## src/pfr_pkg.sv

```systemverilog
// Package with types, constants and state codes for the page frame replacement unit.
package pfr_pkg;

    localparam int FRAMES_DEF = 16;
    localparam int VPAGES_DEF = 256;
    localparam int PARTS_DEF = 4;
    localparam int FLUSH_PERIOD_DEF = 1000;

    localparam logic [1:0] POL_FIFO  = 2'd0;
    localparam logic [1:0] POL_CLOCK = 2'd1;
    localparam logic [1:0] POL_LRU   = 2'd2;
    localparam logic [1:0] POL_NRU   = 2'd3;

    localparam logic [1:0] REG_POLICY = 2'd0;
    localparam logic [1:0] REG_LOCAL = 2'd1;
    localparam logic [1:0] REG_PSIZE = 2'd2;

    typedef struct packed {
        logic       func;
        logic [7:0] virtual_page;
        logic [7:0] word_offset;
        logic [1:0] partition;
    } pfr_in_t;

    typedef struct packed {
        logic        hit;
        logic        loaded;
        logic [3:0]  frame;
        logic [7:0]  evicted_page;
        logic [11:0] physical_address;
    } pfr_out_t;

    typedef enum logic [2:0] {
        ST_IDLE,
        ST_LOOKUP,
        ST_CLOCK,
        ST_SCAN,
        ST_LOAD,
        ST_FLUSH,
        ST_DONE
    } pfr_state_t;

endpackage

```

## src/page_frame_replacement.sv

```systemverilog
// Top level of the page frame replacement unit: lookup, victim selection and load.
//
// Usage: drive an access on cmd and pulse start while busy is low; the transfer
// is taken at that edge and busy rises. The unit looks the page up one frame per
// cycle, and on a read miss picks a victim with a single compare unit that steps
// over the frames under a small sequencer. When done, res carries the result for
// exactly one cycle, marked by res_valid; the receiver cannot stall it.
// A hit ends the lookup at the matching frame; a miss looks at every frame. A
// write miss then gives its result; a read miss picks a victim and loads it:
// FIFO takes its pointer with no search, LRU scans the range for a frame not
// recently used, clock steps from its pointer clearing set reference bits and
// NRU makes up to four passes, one per class. The LRU flush is part of the load.
// A new transfer can be accepted in the result cycle; one item is in work at a time.
// Configuration: cfg_valid/cfg_ready with cfg_index and cfg_data, which the user
// must write only while idle, unenforced by the unit; cfg_ready is always high.
// Reset: rst_n clears the frame table to page i in frame i, all flags to zero,
// all pointers to their quarter start, the LRU count to zero and the registers
// to FIFO, global mode and page size 16 words.
module page_frame_replacement
    import pfr_pkg::*;
#(
    parameter int FRAMES = FRAMES_DEF,
    parameter int PARTS = PARTS_DEF,
    parameter int FLUSH_PERIOD = FLUSH_PERIOD_DEF
)
(
    input  logic       clk,
    input  logic       rst_n,
    input  logic       start,
    output logic       busy,
    input  pfr_in_t    cmd,
    output logic       res_valid,
    output pfr_out_t   res,
    input  logic       cfg_valid,
    output logic       cfg_ready,
    input  logic [1:0] cfg_index,
    input  logic [3:0] cfg_data
);

    localparam int FW = (FRAMES > 1) ? $clog2(FRAMES) : 1;
    localparam int QLEN = FRAMES / PARTS;
    localparam int CW = (FLUSH_PERIOD > 1) ? $clog2(FLUSH_PERIOD + 1) : 1;
    localparam int SW = FW + 2;

    pfr_state_t state_reg, state_next;
    logic [1:0] policy_reg;
    logic local_reg;
    logic [3:0] psize_reg;
    pfr_in_t cmd_reg;
    logic [7:0] page_reg [FRAMES];
    logic [FRAMES-1:0] ref_reg, mod_reg, rec_reg;
    logic [FW-1:0] fifo_ptr_reg [PARTS];
    logic [FW-1:0] clk_ptr_reg [PARTS];
    logic [CW-1:0] lru_cnt_reg;
    logic [FW-1:0] idx_reg, idx_next;
    logic [SW-1:0] step_reg, step_next;
    logic [1:0] cls_reg, cls_next;
    logic hit_reg, hit_next;
    logic [FW-1:0] vic_reg, vic_next;
    logic flush_reg, flush_next;
    pfr_out_t res_reg;
    logic res_valid_reg;

    logic [FW-1:0] rstart, rlen_m1, rend;
    logic [1:0] slot;
    logic [FW-1:0] cur_ptr;
    logic [FW-1:0] ptr_fixed;
    logic [FW-1:0] idx_wrap;
    logic [3:0] psl;

    assign cfg_ready = 1'b1;
    assign busy = (state_reg != ST_IDLE);
    assign res_valid = res_valid_reg;
    assign res = res_reg;

    always_comb
    begin
        if (local_reg)
        begin
            slot = cmd_reg.partition;
            rstart = FW'(32'(cmd_reg.partition) * QLEN);
            rlen_m1 = FW'(QLEN - 1);
        end
        else
        begin
            slot = 2'd0;
            rstart = '0;
            rlen_m1 = FW'(FRAMES - 1);
        end
        rend = rstart + rlen_m1;
        cur_ptr = (policy_reg == POL_FIFO) ? fifo_ptr_reg[slot] : clk_ptr_reg[slot];
        ptr_fixed = (cur_ptr < rstart || cur_ptr > rend) ? rstart : cur_ptr;
        idx_wrap = (idx_reg == rend) ? rstart : idx_reg + FW'(1);
        psl = (psize_reg > 4'd8) ? 4'd8 : psize_reg;
    end

    always_comb
    begin
        state_next = state_reg;
        idx_next = idx_reg;
        step_next = step_reg;
        cls_next = cls_reg;
        hit_next = hit_reg;
        vic_next = vic_reg;
        flush_next = flush_reg;
        case (state_reg)
            ST_IDLE:
            begin
                if (start)
                begin
                    state_next = ST_LOOKUP;
                    idx_next = '0;
                    hit_next = 1'b0;
                end
            end
            ST_LOOKUP:
            begin
                if (page_reg[idx_reg] == cmd_reg.virtual_page)
                begin
                    hit_next = 1'b1;
                    vic_next = idx_reg;
                    state_next = ST_DONE;
                end
                else if (32'(idx_reg) == FRAMES - 1)
                begin
                    if (cmd_reg.func)
                    begin
                        state_next = ST_DONE;
                    end
                    else
                    begin
                        idx_next = rstart;
                        step_next = '0;
                        cls_next = 2'd0;
                        vic_next = rstart;
                        case (policy_reg)
                            POL_FIFO:
                            begin
                                vic_next = ptr_fixed;
                                state_next = ST_LOAD;
                            end
                            POL_CLOCK:
                            begin
                                idx_next = ptr_fixed;
                                state_next = ST_CLOCK;
                            end
                            default:
                            begin
                                state_next = ST_SCAN;
                            end
                        endcase
                    end
                end
                else
                begin
                    idx_next = idx_reg + FW'(1);
                end
            end
            ST_CLOCK:
            begin
                if (ref_reg[idx_reg] && SW'(step_reg) <= SW'(rlen_m1) + SW'(1))
                begin
                    idx_next = idx_wrap;
                    step_next = step_reg + SW'(1);
                end
                else
                begin
                    vic_next = idx_reg;
                    state_next = ST_LOAD;
                end
            end
            ST_SCAN:
            begin
                if (policy_reg == POL_LRU)
                begin
                    if (!rec_reg[idx_reg])
                    begin
                        vic_next = idx_reg;
                        state_next = ST_LOAD;
                    end
                    else if (idx_reg == rend)
                    begin
                        vic_next = rstart;
                        state_next = ST_LOAD;
                    end
                    else
                    begin
                        idx_next = idx_reg + FW'(1);
                    end
                end
                else
                begin
                    if (ref_reg[idx_reg] == cls_reg[1] && mod_reg[idx_reg] == cls_reg[0])
                    begin
                        vic_next = idx_reg;
                        state_next = ST_LOAD;
                    end
                    else if (idx_reg == rend)
                    begin
                        idx_next = rstart;
                        cls_next = cls_reg + 2'd1;
                        if (cls_reg == 2'd3)
                        begin
                            vic_next = rstart;
                            state_next = ST_LOAD;
                        end
                    end
                    else
                    begin
                        idx_next = idx_reg + FW'(1);
                    end
                end
            end
            ST_LOAD:
            begin
                flush_next = 1'b0;
                state_next = ST_DONE;
                if (policy_reg == POL_LRU && 32'(lru_cnt_reg) + 1 >= FLUSH_PERIOD)
                begin
                    flush_next = 1'b1;
                end
            end
            ST_FLUSH:
            begin
                state_next = ST_DONE;
            end
            ST_DONE:
            begin
                state_next = ST_IDLE;
            end
            default:
            begin
                state_next = ST_IDLE;
            end
        endcase
    end

    always_ff @(posedge clk or negedge rst_n)
    begin
        if (!rst_n)
        begin
            state_reg <= ST_IDLE;
            policy_reg <= POL_FIFO;
            local_reg <= 1'b0;
            psize_reg <= 4'd4;
            cmd_reg <= '0;
            for (int i = 0; i < FRAMES; i++)
            begin
                page_reg[i] <= 8'(i);
            end
            ref_reg <= '0;
            mod_reg <= '0;
            rec_reg <= '0;
            for (int q = 0; q < PARTS; q++)
            begin
                fifo_ptr_reg[q] <= FW'(q * QLEN);
                clk_ptr_reg[q] <= FW'(q * QLEN);
            end
            lru_cnt_reg <= '0;
            idx_reg <= '0;
            step_reg <= '0;
            cls_reg <= '0;
            hit_reg <= 1'b0;
            vic_reg <= '0;
            flush_reg <= 1'b0;
            res_reg <= '0;
            res_valid_reg <= 1'b0;
        end
        else
        begin
            state_reg <= state_next;
            idx_reg <= idx_next;
            step_reg <= step_next;
            cls_reg <= cls_next;
            hit_reg <= hit_next;
            vic_reg <= vic_next;
            flush_reg <= flush_next;
            res_valid_reg <= 1'b0;
            if (cfg_valid)
            begin
                case (cfg_index)
                    REG_POLICY: policy_reg <= cfg_data[1:0];
                    REG_LOCAL: local_reg <= cfg_data[0];
                    REG_PSIZE: psize_reg <= cfg_data;
                    default: ;
                endcase
            end
            if (state_reg == ST_IDLE && start)
            begin
                cmd_reg <= cmd;
            end
            if (state_reg == ST_CLOCK && state_next == ST_CLOCK)
            begin
                ref_reg[idx_reg] <= 1'b0;
            end
            if (state_reg == ST_LOAD)
            begin
                page_reg[vic_reg] <= cmd_reg.virtual_page;
                ref_reg[vic_reg] <= 1'b1;
                mod_reg[vic_reg] <= 1'b0;
                if (flush_next)
                begin
                    rec_reg <= FRAMES'(1) << vic_reg;
                    lru_cnt_reg <= '0;
                end
                else
                begin
                    rec_reg[vic_reg] <= 1'b1;
                    if (policy_reg == POL_LRU)
                    begin
                        lru_cnt_reg <= lru_cnt_reg + CW'(1);
                    end
                end
                if (policy_reg == POL_FIFO)
                begin
                    fifo_ptr_reg[slot] <= (vic_reg == rend) ? rstart : vic_reg + FW'(1);
                end
                if (policy_reg == POL_CLOCK)
                begin
                    clk_ptr_reg[slot] <= (vic_reg == rend) ? rstart : vic_reg + FW'(1);
                end
                res_reg.evicted_page <= page_reg[vic_reg];
            end
            if (state_reg == ST_DONE)
            begin
                res_valid_reg <= 1'b1;
                res_reg.hit <= hit_reg;
                res_reg.loaded <= !hit_reg && !cmd_reg.func;
                if (hit_reg)
                begin
                    mod_reg[vic_reg] <= 1'b1;
                    res_reg.evicted_page <= '0;
                end
                if (hit_reg || !cmd_reg.func)
                begin
                    res_reg.frame <= 4'(vic_reg);
                    res_reg.physical_address <= 12'((20'(vic_reg) << psl)
                        + (20'(cmd_reg.word_offset) & ((20'd1 << psl) - 20'd1)));
                end
                else
                begin
                    res_reg.frame <= '0;
                    res_reg.evicted_page <= '0;
                    res_reg.physical_address <= '0;
                end
            end
        end
    end

    assert property (@(posedge clk) disable iff (!rst_n)
        res_valid |-> !(res.hit && res.loaded))
        else $error("hit and loaded both set");
    assert property (@(posedge clk) disable iff (!rst_n)
        res_valid |=> !res_valid)
        else $error("result strobe longer than one cycle");
    assert property (@(posedge clk) disable iff (!rst_n)
        (state_reg == ST_IDLE && start) |=> busy)
        else $error("transfer accepted without busy");
    assert property (@(posedge clk) disable iff (!rst_n)
        (state_reg == ST_LOAD) |-> (vic_reg >= rstart && vic_reg <= rend))
        else $error("victim outside its range");

endmodule
```

## config.mk

```make
export PLATFORM = sky130hd
export DESIGN_NAME = page_frame_replacement
export DESIGN_NICKNAME = d
export VERILOG_FILES = /design/src/pfr_pkg.sv /design/src/page_frame_replacement.sv
export SDC_FILE = /design/constraint.sdc
export NUM_CORES = 1
export LEC_CHECK = 0
export ABC_AREA = 1
export BUFFER_PORTS_ARGS = -buffer_cell sky130_fd_sc_hd__buf_4
export CAP_MARGIN = 20
export CORE_MARGIN = 2
export CORE_UTILIZATION = 51
export DETAILED_ROUTE_END_ITERATION = 8
export HOLD_SLACK_MARGIN = 0.06
export PLACE_DENSITY = 0.68
export SLEW_MARGIN = 20
export SYNTH_ARGS = -nofsm -noshare
export SYNTH_HDL_FRONTEND = slang
export SYNTH_SLANG_ARGS = --single-unit
```

## constraint.sdc

```tcl
create_clock -name clk -period 6.7 [get_ports clk]
set_input_delay 0.335 -clock clk [delete_from_list [all_inputs] [get_ports clk]]
set_output_delay 0.335 -clock clk [all_outputs]
set_load 0.05 [all_outputs]
```

# == Word-level counts from Yosys, hierarchy flattened ==
# Cells that the tools add are included.
# classes
addsub,10
eq_ne,37
magnitude_cmp,14
n_mux,105
n_bitwise,11
shifts,3
multipliers,0
div_mod_pow,0
n_reduce_logical,36
# ops
op,n
2-to-1 mux 4 bit,34
bitwise mux 128 bit,1
2-to-1 mux 16 bit,6
binary-select mux 8 bit (select 4 bit),2
2-to-1 mux 8 bit,8
bitwise OR 16 bit,3
2-to-1 mux 3 bit,11
AND 16 bit,2
bitwise mux 16 bit,2
demux 8 bit (select 4 bit),1
inverter 16 bit,2
2-to-1 mux 6 bit,4
2-to-1 mux 10 bit,2
2-to-1 mux 20 bit,1
inequality test 2 bit (second input constant),10
inequality test 3 bit (second input constant),6
binary-select mux 4 bit (select 2 bit),2
one-hot mux 4 bit (4 select lines),1
left shift 1 x 4 -> 16 bit (first input constant),1
one-hot mux 3 bit (5 select lines),1
2-to-1 mux 2 bit,7
AND reduction 7 bit,2
adder 12 bit,1
AND 8 x 12 -> 12 bit,1
other kinds (56),105
# word_totals
n_memories,0
output_inout_bits,29
ram_bits,0
mem_bits_ro,0
word_cells,264
reg_bits,292
input_bits,29
latchBits,0

# == Longest topological paths before layout ==
# Gate-level depths: netlist (run 1).
# depth
depth_word,14
depth_mapped,24
depth_no_buf,24

# == Worst setup path after synthesis (run 1) ==
# No wires, ideal clock.
# synth_path
path_type,reg2reg
from,reg psize_reg[3]
to,"reg res_reg, in the netlist res[10]"
period_less_slack_ns,2.893
setup_slack_ns,3.807
stages_incl_launch_ff,22
setup_ns,0.066
path_buffers,0
t_required_ns,6.634
t_arrival_ns,2.827
path_cell_list,dfrtp_1 inv_1 nand2_1 nor2_1 nand2_1 ha_1 nor2_1 inv_1 fa_1 inv_1 nand3_1 nand2_1 nand2_1 nand2_1 a21oi_1 nor2_1 nor2_1 nor2_1 o21ai_0 o21ai_0 o211ai_1 nand2_1
# synth_via
elab_chain_len,7
word_cells_on_any_way,8
cone_classes,2 x add/sub; 1 x order compare; 2 x shift; 2 x mux; 1 x bitwise
# synth_rtl
item,line_no,text
start: declaration,page_frame_replacement.sv:48,logic [3:0] psize_reg;
start signal: assignment,page_frame_replacement.sv:284,REG_PSIZE: psize_reg <= cfg_data;
greater-than comparator 4 bit,page_frame_replacement.sv:94,psl = (psize_reg > 4'd8) ? 4'd8 : psize_reg;
2-to-1 mux 4 bit *,page_frame_replacement.sv:94,
left shift 1 x 4 -> 12 bit,page_frame_replacement.sv:338,+ (20'(cmd_reg.word_offset) & ((20'd1 << psl) - 20'd1)));
subtractor 12 x 1 -> 12 bit,page_frame_replacement.sv:338,
AND 8 x 12 -> 12 bit,page_frame_replacement.sv:338,
adder 12 bit *,page_frame_replacement.sv:338,
2-to-1 mux 12 bit *,page_frame_replacement.sv:334,if (hit_reg || !cmd_reg.func)
end: declaration,page_frame_replacement.sv:61,pfr_out_t res_reg;
# Every way passes the cells marked *; elsewhere a longest branch is shown, timed or not.
# A chain may end at the register's enable or synchronous reset.

# == Worst setup path after layout (run 1) ==
# layout_path
from,reg local_reg
to,reg vic_reg[1]
# layout_via
elab_chain_len,14
word_cells_on_any_way,29
cone_classes,2 x add/sub; 3 x order compare; 4 x eq/ne; 16 x mux; 1 x bitwise; 3 x reduce/logical
# layout_rtl
item,line_no,text
start: declaration,page_frame_replacement.sv:47,logic local_reg;
start signal: assignment,page_frame_replacement.sv:283,REG_LOCAL: local_reg <= cfg_data[0];
2-to-1 mux 2 bit,page_frame_replacement.sv:78,if (local_reg)
inverter 2 -> 3 bit (implied by the code),page_frame_replacement.sv:91,cur_ptr = (policy_reg == POL_FIFO) ? fifo_ptr_reg[slot] : clk_ptr_reg[slot];
binary-select mux 4 bit (select 2 bit),page_frame_replacement.sv:91,
2-to-1 mux 4 bit (implied by the code) (2 in a row),page_frame_replacement.sv:91,
2-to-1 mux 4 bit,page_frame_replacement.sv:91,
< comparator 4 bit or greater-than comparator 4 bit (tied branches),page_frame_replacement.sv:92,ptr_fixed = (cur_ptr < rstart || cur_ptr > rend) ? rstart : cur_ptr;
logical OR 1 bit,page_frame_replacement.sv:92,
2-to-1 mux 4 bit,page_frame_replacement.sv:92,
2-to-1 mux 4 bit,page_frame_replacement.sv:136,case (policy_reg)
2-to-1 mux 4 bit,page_frame_replacement.sv:126,if (cmd_reg.func)
2-to-1 mux 4 bit,page_frame_replacement.sv:124,else if (32'(idx_reg) == FRAMES - 1)
2-to-1 mux 4 bit,page_frame_replacement.sv:118,if (page_reg[idx_reg] == cmd_reg.virtual_page)
one-hot mux 4 bit (3 select lines),page_frame_replacement.sv:106,case (state_reg)
end signal: assignment,page_frame_replacement.sv:276,vic_reg <= vic_next;
end: declaration,page_frame_replacement.sv:59,"logic [FW-1:0] vic_reg, vic_next;"
# Parallel ways exist; a longest one is shown, timed or not. The select of a mux whose other input is x is not followed.

==> results_dict.tcl, run 1 <==
set metrics [dict create \
    status "completed" \
    dieArea_um2 33900 \
    slew_headroom 0.277 \
    grt_pass1_vias 14700 \
    ir_drop_mv 0.208 \
    instances_no_fill 2816 \
    power_density_nw_per_um2 453 \
    yosys.area.top_type_share 0.379 \
    placedCellCount 2735 \
    via_per_inst 5.51 \
    cp_max_fo 21 \
    cts.sinks 292 \
    setup_slack_ns 2.90 \
    h-tree-depth 2 \
    cts_tree "done" \
    crit_path_cell_trace "nand2_1 > inv_1 > nor2_1 > nand2_1 > nand4_1 > o21ai_0 > inv_1 > ha_1 > nand2_1 > inv_1 > nand3_1 > nand2_1 > nand2_1 > inv_1 > nand2_1 > nor2_1 > nand2_1 > nand2_1 > nand2_1 > a21oi_1" \
    grtUsageTotal 0.301 \
    diodes 0 \
    synth_area_um2 16600 \
    cp_data_required_time_ns 7.13 \
    nets 2414 \
    pre_cts_ws_ns 3.02 \
    yosys.area.top_type "dfrtp_1" \
    rsz0062_at_grt "false" \
    ys_seq_area_frac 0.444 \
    setup_viol 0 \
    critPathSlowestCell "dfrtp_1" \
    path_class "flop to flop" \
    fin_hold_ws_ns 0.0911 \
    drtIter0Drc 1616 \
    fin_setup_tns_ns 0 \
    largest_reg_flops 128 \
    final-max-slew-violation-count 0 \
    worst_pin_slew_ns 1.08 \
    synth.area.top_cells "dfrtp_1, nand2_1, o21ai_0" \
    start_util 0.521 \
    drv_cap 0 \
    cp.arrival_ns 4.23 \
    worstPathBufferInverterCount 4 \
    async_flop_share 1.00 \
    postPlaceCellArea_um2 17200 \
    finalPower_mw 8.40 \
    wl_mm 49.8 \
    slowest_delay_ns 0.61 \
    max_freq_ghz 0.263 \
    gp_congestion 0.918 \
    drc 0 \
    die_y_um 184 \
    clkLatencyLatePin_ns 0.52 \
    io-pin-count 58 \
    finalHoldViolCount 0 \
    crit_path_start_kind "flop" \
    cts_root_buf "clkbuf_16" \
    syn_nets 2388 \
    area_growth_syn_to_layout_pct 12.1 \
    fin_crit_sh 0.567 \
    critical_path.top_delay_family "simple AND/OR/NAND/NOR gates" \
    drtPass1Iterations 6 \
    clock_skew_ns 0.0186 \
    crit_path_end_kind "flop" \
    final_core_util 0.584 \
    hp-class "primary input to flop" \
    ys_ff_latch 292 \
    antenna_found_initial 0 \
    period_minus_slack_ns 3.80 \
    clk_path_buf_depth 3 \
    yosysUniqueCellTypes 48 \
    num_vias 15500 \
    leakage_nw 8.93 \
    overflow 0 \
    post_cts_resized 0 \
    grt_first_pass_wirelength_mm 79.5 \
    cts_buffers 36 \
    clkTransAtPathRegs_ns 0.06 \
    rows 65 \
    syn_area_per_cell_um2 7.11 \
    portBuffers 56 \
    coreArea_um2 31800 \
    layout-drive-gt1-share 0.0874 \
    drtAntennaViolNets 0 \
    wl_per_cell_um 17.7 \
    synth_edf_count 0 \
    fp.dieW_um 184 \
    cts_setup_buffers 0 \
    synth-main-ff-cell "dfrtp_1" \
    critPathMostFrequentCell "nand2_1" \
    grt_max_degree 160 \
    final_area_um2 18600 \
    detailed_place_hpwl_mm 32.0 \
    ys_warn_count 0 \
    syn_inst 2329 \
]
placed cells by master, fill, tap and decap left out, types with 7 or more instances in the layout:
cell             n
nor3_1          15
ha_1            29
nand2_1        786
o21ai_0        336
dfstp_2         41
o21ai_1         16
clkinv_2         8
xor2_1          16
inv_1          253
inv_2            7
nor2_1         177
nand3_1         95
clkbuf_16       37
o211ai_1        21
dfrtp_1        248
buf_4           73
clkbuf_1         7
o22ai_1         16
a21oi_1         92
dlygate4sd3_1   17
nand2_2          7
nand4_1          8
power breakdown:
group	internal [mW]	leakage, nW	switching [mW]
registers	2.38	3.75	0.458
clock network	1.20	0.586	0.771
logic	1.08	4.60	2.52
total	4.65	8.93	3.75
timing repair:
item | in CTS | in global routing
endpoints found under the hold margin | 93 | 0
setup endpoints to repair | 0 | 0
hold buffers | 17 | 0
per-layer routing:
metal / global-route usage / part of all wire / up-vias
li1: - / - / 7490
met1: 0.421 / 0.44 / 7279
met2: 0.476 / 0.45 / 627
met3: 0.0470 / 0.081 / 110
met4: 0.107 / 0.034 / 0
met5: 0 / 0 / -
final timing paths:
| check | from | endpoint | slack [ns] | depth (start not counted) |
|---|---|---|---|---|
| hold reg to reg | ref_reg[10] | ref_reg[10] | 0.47 | 2 |
| min in group asynchronous | rst_n | page_reg[49] | 0.45 | 2 |
| max in group asynchronous | rst_n | vic_reg[0] | 4.88 | 3 |
| setup / recovery | local_reg | vic_reg[1] | 2.90 | 20 |
| setup reg to reg | local_reg | vic_reg[1] | 2.90 | 20 |
| hold / removal | cfg_data[3] | psize_reg[3] | 0.09 | 3 |
worst min-delay path, stage by stage:
cell and delay [ns]:
buf_4 0.08, nor2_1 0.04, a21oi_1 0.10
kinds of logic (layout without fill, tap and decap cells):
group                      after synthesis  count (layout)  share of synthesized area
AOI/OAI and AO/OA                      511             511                      0.165
other                                    1               1                   0.000226
buffers and inverters                  367             419                     0.0902
adders and majority gates               30              30                     0.0231
xor gates and xnor gates                19              19                     0.0100
and+or+nand+nor                       1109            1109                      0.267
DFF                                    292             292                      0.444
final cells by class:
type	instances	area (um2)
inverter	263	990
multi-input combinational	1670	7720
sequential	292	7360
clock buffer	50	1030
tap	435	544
fill	3028	13200
clock inverter	14	154
timing repair buffer	92	753
Yosys cell counts (3+ instances only):
cell and instances:
a21oi_1 92, nor3_2 3, xnor2_1 3, buf_2 25, o21ai_0 336, buf_4 6
o31ai_1 3, dfrtp_1 251, nand2_4 3, inv_1 253, nor2_1 179, buf_1 5
o211ai_1 21, clkbuf_1 60, a32o_1 5, nand3b_1 3, nor2_2 4, nand2_1 786
nand4_1 8, ha_1 29, nor3_1 15, clkinv_1 3, nand2_2 7, a41oi_1 6
inv_2 6, xor2_1 16, o22ai_1 16, o21ai_1 16, dfstp_2 41, buf_6 8
o21ai_2 3, nand3_1 95
(Power assumes the default switching activity.)
==> run 2, diff against run 1 <==
--- a/config.mk
+++ b/config.mk
@@ -12,7 +12,7 @@
 export CORE_UTILIZATION = 51
 export DETAILED_ROUTE_END_ITERATION = 8
 export HOLD_SLACK_MARGIN = 0.06
-export PLACE_DENSITY = 0.68
+export PLACE_DENSITY = 0.7
 export SLEW_MARGIN = 20
 export SYNTH_ARGS = -nofsm -noshare
 export SYNTH_HDL_FRONTEND = slang
==> constraint.sdc (replaced) <==
create_clock -name clk -period 3.3 [get_ports clk]
set_input_delay 0.165 -clock clk [delete_from_list [all_inputs] [get_ports clk]]
set_output_delay 0.165 -clock clk [all_outputs]
set_load 0.05 [all_outputs]
==> run 2 against run 1 <==
Against the previous run: clock-buffer cell count decreased by 1; hold slack improved by 0.0037 ns; sequential share of layout area decreased by 0.99 points; flip-flop and latch count unchanged; first-iteration DRC count increased by 4.0%; highest routed layer unchanged; fmax increased by 26%; clock power increased by 94%; non-clock buffer count increased by 57; combinational power increased by 110%; via count increased by 2.5%; cell area increased by 2.6%; clock skew increased by 0.0060 ns.
==> results_dict.tcl, run 2 (synthesized netlist as in run 1, its figures left out) <==
set metrics [dict create \
    power_density_nw_per_um2 902 \
    drv_cap 0 \
    grt_pass1_vias 15000 \
    gp_congestion 0.908 \
    fp.dieW_um 184 \
    clkLatencyLatePin_ns 0.53 \
    layout-drive-gt1-share 0.107 \
    crit_path_end_kind "flop" \
    clk_path_buf_depth 3 \
    clock_skew_ns 0.0245 \
    diodes 0 \
    final_core_util 0.599 \
    clkTransAtPathRegs_ns 0.06 \
    num_vias 15900 \
    fin_setup_tns_ns 0 \
    startpoint "psize_reg[0]" \
    cp.arrival_ns 3.40 \
    rows 65 \
    antenna_found_initial 0 \
    reg2reg_depth 19 \
    cts.sinks 292 \
    status "completed" \
    hp-class "primary input to flop" \
    drc 0 \
    critPathMostFrequentCell "nand2_1" \
    rrSetupSlack_ns 0.30 \
    crit_path_cell_trace "or2_2 > nand2_1 > nand2_1 > ha_2 > o21ai_0 > a21oi_1 > ha_1 > nand3_1 > nand2_1 > nand2_1 > nand2_1 > a21oi_1 > nor2_1 > nor2_1 > nor2_1 > o21ai_1 > o21ai_1 > o211ai_1 > nand2_1" \
    crit_path_start_kind "flop" \
    io-pin-count 58 \
    portBuffers 56 \
    cts_root_buf "clkbuf_16" \
    critPathSlowestCell "dfrtp_1" \
    drtPass1Iterations 5 \
    ir_drop_mv 0.453 \
    mostFrequentLayoutCell "nand2_1" \
    path_class "flop to flop" \
    cp_max_fo 4 \
    path_depth 19 \
    detailed_place_hpwl_mm 33.2 \
    slew_headroom 0.418 \
    worst_pin_slew_ns 0.871 \
    final_cell_mix "nand2_1, o21ai_0, inv_1, dfrtp_1, nor2_1" \
    coreArea_um2 31800 \
    setup_viol 0 \
    fin_crit_sh 0.910 \
    via_per_inst 5.53 \
    wl_mm 50.1 \
    grt_first_pass_wirelength_mm 80.1 \
    nets 2470 \
    cp_data_required_time_ns 3.69 \
    worstPathBufferInverterCount 0 \
    die_y_um 184 \
    grtUsageTotal 0.300 \
    wl_per_cell_um 17.4 \
    area_growth_syn_to_layout_pct 15.0 \
    leakage_nw 9.19 \
    max_freq_ghz 0.333 \
    r2r_end "res[10]" \
    cts_buffers 35 \
    drtAntennaViolNets 0 \
    slowest_delay_ns 0.41 \
    start_util 0.521 \
    finalHoldViolCount 0 \
    drtIter0Drc 1681 \
    overflow 0 \
    cts_tree "done" \
    grt_max_degree 91 \
    critical_path.top_delay_family "simple AND/OR/NAND/NOR gates" \
    h-tree-depth 2 \
    crit-reg2reg-launch "psize_reg[0]" \
    period_minus_slack_ns 3.00 \
    final-max-slew-violation-count 0 \
    endpoint "res[10]" \
    largest_reg_flops 128 \
    dieArea_um2 33900 \
]
[run 2: area by class of cell]
class | count | area, um2
fillers | 2864 | 12800
multi-input cells | 1670 | 7740
flip-flops and latches | 292 | 7370
repair buffers | 149 | 1260
clock buffers | 49 | 1000
inverters | 263 | 990
well taps | 435 | 544
clock inverters | 14 | 141
[run 2: power breakdown]
part	internal [mW]	leakage (nW)	switching, mW	total, mW
clock network	2.28	0.564	1.55	3.83
registers	4.83	3.75	0.852	5.69
logic	2.37	4.88	5.28	7.65
total	9.49	9.19	7.68	17.2
[run 2: how the worst min path moves through the flow]
stage                             from        endpoint  slack (ns)  cells past startpoint
final                     cfg_index[0]   policy_reg[0]        0.09                      4
after global routing      cfg_index[0]   policy_reg[0]        0.14                      4
after CTS                 cfg_index[0]   policy_reg[0]        0.07                      4
after detailed placement         rst_n    page_reg[40]        0.21                      1
after global placement           rst_n    page_reg[40]        0.21                      1
after floorplan                  rst_n  clk_ptr_reg[0]       -0.13                      0
[run 2: per-stage QoR]
| step | power, mW | instances | instance area (um2) | hold slack, ns | worst slack (ns) |
|---|---|---|---|---|---|
| after global placement | 13.0 | 2775 | 17500 | 0.211 | 0.192 |
| after CTS | 17.1 | 2866 | 19000 | 0.0676 | 0.128 |
| after floorplan | 10.8 | 2329 | 16600 | -0.131 | 0.407 |
| after detailed placement | 13.1 | 2775 | 17500 | 0.208 | 0.163 |
| after global routing | 18.4 | 2872 | 19000 | 0.136 | -0.0236 |
| final | 17.2 | 2872 | 19000 | 0.0947 | 0.297 |
[run 2: what timing repair did]
item,CTS,global route
hold buffers,28,0
endpoints found under the setup margin,0,7
endpoints found under the hold margin,103,0
gates resized for setup,0,13
buffers inserted,0,6
[run 2: metal layers]
metal  wire length (um)  GRT usage  vias up  share of wire
met5                  0          0        -              0
met4               1680      0.106        0          0.034
met3               3760     0.0344      109          0.075
met2              22100      0.461      633           0.44
met1              22600      0.439     7557           0.45
li1                   -          -     7597              -
[run 2: tightest hold or removal path, cell delays in order]
cell,delay [ns]
buf_4,0.08
inv_1,0.05
nand3_1,0.16
o21ai_0,0.12
==> run 3, diff against run 2 <==
--- a/config.mk
+++ b/config.mk
@@ -5,9 +5,8 @@
 export SDC_FILE = /design/constraint.sdc
 export NUM_CORES = 1
 export LEC_CHECK = 0
-export ABC_AREA = 1
 export BUFFER_PORTS_ARGS = -buffer_cell sky130_fd_sc_hd__buf_4
-export CAP_MARGIN = 20
+export CAP_MARGIN = 30
 export CORE_MARGIN = 2
 export CORE_UTILIZATION = 51
 export DETAILED_ROUTE_END_ITERATION = 8
==> run 3 against run 2 <==
Against the previous run: the run now ends with setup timing left; clock skew is 0.012 ns higher; setup slack lost 0.40 ns; register-to-register slack worse by 0.40 ns; first-iteration DRC count decreased by 35%; die area shrank 4.5%; fmax fell by 12%; area after synthesis fell by 4.6%; clock-buffer cell count shrank 2; critical path depth decreased by 8; flip-flop and latch count fell by 1.
==> results_dict.tcl, run 3 <==
set metrics [dict create \
    fin_crit_sh 1.03 \
    rrSetupSlack_ns -0.10 \
    async_flop_share 1.00 \
    min_to "hit_reg" \
    status "finished, violations left" \
    synth_area_um2 15800 \
    p_sw_frac 0.381 \
    die_y_um 180 \
    via_per_inst 6.22 \
    layout-drive-gt1-share 0.365 \
    setup_slack_ns -0.103 \
    largest_reg_flops 128 \
    finalPower_mw 16.4 \
    ys_top_cells_by_count "dfrtp_1, nand2_1, mux2_2, o21ai_0, mux4_2" \
    final_area_um2 19000 \
    crit_path_start_kind "flop" \
    yosys.area.top_type "dfrtp_1" \
    nets 1604 \
    reg2reg_depth 11 \
    fp.dieW_um 180 \
    synth_most_common_cell "dfrtp_1" \
    grtUsageTotal 0.275 \
    cp_max_fo 5 \
    clock_skew_ns 0.0368 \
    p_int_mw 10.2 \
    rows 64 \
    period_minus_slack_ns 3.40 \
    synth_edf_count 0 \
    cp_data_required_time_ns 3.71 \
    mostFrequentLayoutCell "dfrtp_1" \
    max_freq_ghz 0.294 \
    postPlaceCellArea_um2 17300 \
    synth-main-ff-cell "dfrtp_1" \
    hp-class "primary input to flop" \
    wl_per_cell_um 22.4 \
    sequentialPowerShare 0.324 \
    switchingPower_mw 6.26 \
    cts.sinks 291 \
    grt_max_degree 101 \
    clkLatencyLatePin_ns 0.54 \
    final_cell_mix "dfrtp_1, nand2_1, buf_4, mux2_2, o21ai_0" \
    num_vias 12200 \
    finalHoldViolCount 0 \
    worst_pin_slew_ns 0.912 \
    syn_area_per_cell_um2 11.4 \
    diodes 0 \
    detailed_place_hpwl_mm 29.6 \
    start_util 0.518 \
    cts_buffers 34 \
    cts_tree "done" \
    grt_first_pass_wirelength_mm 70.2 \
    syn_inst 1391 \
    ys_warn_count 0 \
    yosys.area.top_type_share 0.396 \
    h-tree-depth 2 \
    crit-reg2reg-launch "idx_reg[1]" \
    path_class "flop to flop" \
    clkPwrFrac 0.237 \
    area_growth_syn_to_layout_pct 20.2 \
    ir_drop_mv 0.507 \
    slew_headroom 0.392 \
    coreArea_um2 30500 \
    yosysUniqueCellTypes 70 \
    wl_mm 44.1 \
    gp_congestion 0.888 \
    drv_cap 0 \
    leakage_nw 8.48 \
    clkTransAtPathRegs_ns 0.06 \
    power_density_nw_per_um2 866 \
    overflow 0 \
    io-pin-count 58 \
    rsz0062_at_grt "true" \
    drtIter0Drc 1096 \
    ys_ff_latch 291 \
    ys_seq_area_frac 0.464 \
    drc 0 \
    crit_path_end_kind "flop" \
    synth.area.top_cells "dfrtp_1, mux4_2, mux2_2" \
    clk_path_buf_depth 3 \
    final-max-slew-violation-count 0 \
    syn_nets 1450 \
    antenna_found_initial 0 \
    dieArea_um2 32400 \
    grt_pass1_vias 12600 \
    portBuffers 56 \
    drtPass1Iterations 6 \
    violations "setup timing" \
    min_path_cells 4 \
    cts_root_buf "clkbuf_16" \
    combPwrFrac 0.439 \
    fillers 2357 \
    setup_viol 7 \
    min_from "start" \
    drtAntennaViolNets 0 \
    cp.arrival_ns 3.81 \
    r2r_end "vic_reg[3]" \
]
[run 3: cell count changes after synthesis, moves of 17 or more]
cell,before,now
a21oi_1,92,52
buf_2,25,8
mux4_2,0,85
nor2_1,179,74
nand2b_1,0,18
nand2_1,786,172
nand3_1,95,32
inv_1,253,38
mux2i_1,0,18
mux2_2,0,158
o211ai_1,21,1
o21ai_0,336,101
[run 3: layer usage]
| metal | vias to the layer above | track usage | wire length [um] |
|---|---|---|---|
| met1 | 6226 | 0.372 | 18200 |
| met4 | 0 | 0.107 | 1680 |
| met2 | 490 | 0.442 | 20800 |
| li1 | 5391 | - | - |
| met3 | 125 | 0.0515 | 3370 |
| met5 | - | 0 | 0 |
[run 3: metrics by stage]
step / TNS (ns) / utilization / cells / hold WS [ns] / setup slack, ns
floorplan: -0.0275 / - / 1391 / -0.131 / -0.0275
global placement: -0.0272 / 0.567 / 1866 / 0.250 / -0.0146
detailed placement: -0.272 / 0.567 / 1866 / 0.264 / -0.0753
CTS: -0.00345 / 0.617 / 1960 / 0.0810 / -0.00345
global route: -1.17 / 0.622 / 1966 / 0.135 / -0.166
finish: -0.439 / 0.622 / 1966 / 0.0906 / -0.103
[run 3: power groups by stage]
| stage | registers [mW] | clock network (mW) | logic [mW] |
|---|---|---|---|
| floorplan | 5.36 | 0 | 4.52 |
| global placement | 5.30 | 0 | 6.70 |
| detailed placement | 5.33 | 0 | 6.83 |
| CTS | 5.30 | 3.96 | 6.96 |
| global route | 5.44 | 4.11 | 7.73 |
| finish | 5.33 | 3.90 | 7.21 |
[run 3: cells by family after synthesis]
kind of cell / count (synthesis) / synth area share
DFF: 291 / 0.464
AOI/OAI and AO/OA: 260 / 0.101
adders and majority gates: 31 / 0.0249
other: 1 / 0.000237
and+or+nand+nor: 392 / 0.115
buffers and inverters: 131 / 0.0346
xor gates and xnor gates: 22 / 0.0122
muxes: 263 / 0.247
[run 3: how the worst max path moves through the flow]
stage / start / end / slack [ns] / depth (start not counted)
floorplan: cmd_reg[1] / vic_reg[3] / -0.03 / 15
global placement: cmd_reg[1] / idx_reg[1] / -0.01 / 13
detailed placement: idx_reg[0] / cls_reg[0] / -0.08 / 11
CTS: idx_reg[1] / idx_reg[0] / -0.003 / 11
global route: idx_reg[1] / vic_reg[3] / -0.17 / 11
finish: idx_reg[1] / vic_reg[3] / -0.10 / 11
[run 3: final cells by class]
cell class                 instances  area (um2)  share of cell area
tap                              396         495              0.0261
sequential                       291        7340               0.387
multi-input combinational        969        8090               0.426
clock inverter                    14         173             0.00909
timing repair buffer             210        1750              0.0921
clock buffer                      47         991              0.0522
inverter                          39         146             0.00771
[run 3: repair_timing]
item	in CTS	in global routing
pin swaps	5	15
hold buffers	28	0
endpoints found under the hold margin	111	0
gates resized for setup	10	34
setup buffers	5	6
setup endpoints to repair	8	15
[run 3: worst max-delay path, stage by stage, from the launching register on]
cell and delay (ns):
dfrtp_2 0.42, buf_6 0.12, mux4_2 0.49, and2_4 0.17, or3_4 0.38, a211oi_4 0.28
nor2_2 0.11, nor4_4 0.21, buf_4 0.18, a211oi_1 0.05, or4_4 0.56, mux2_4 0.31
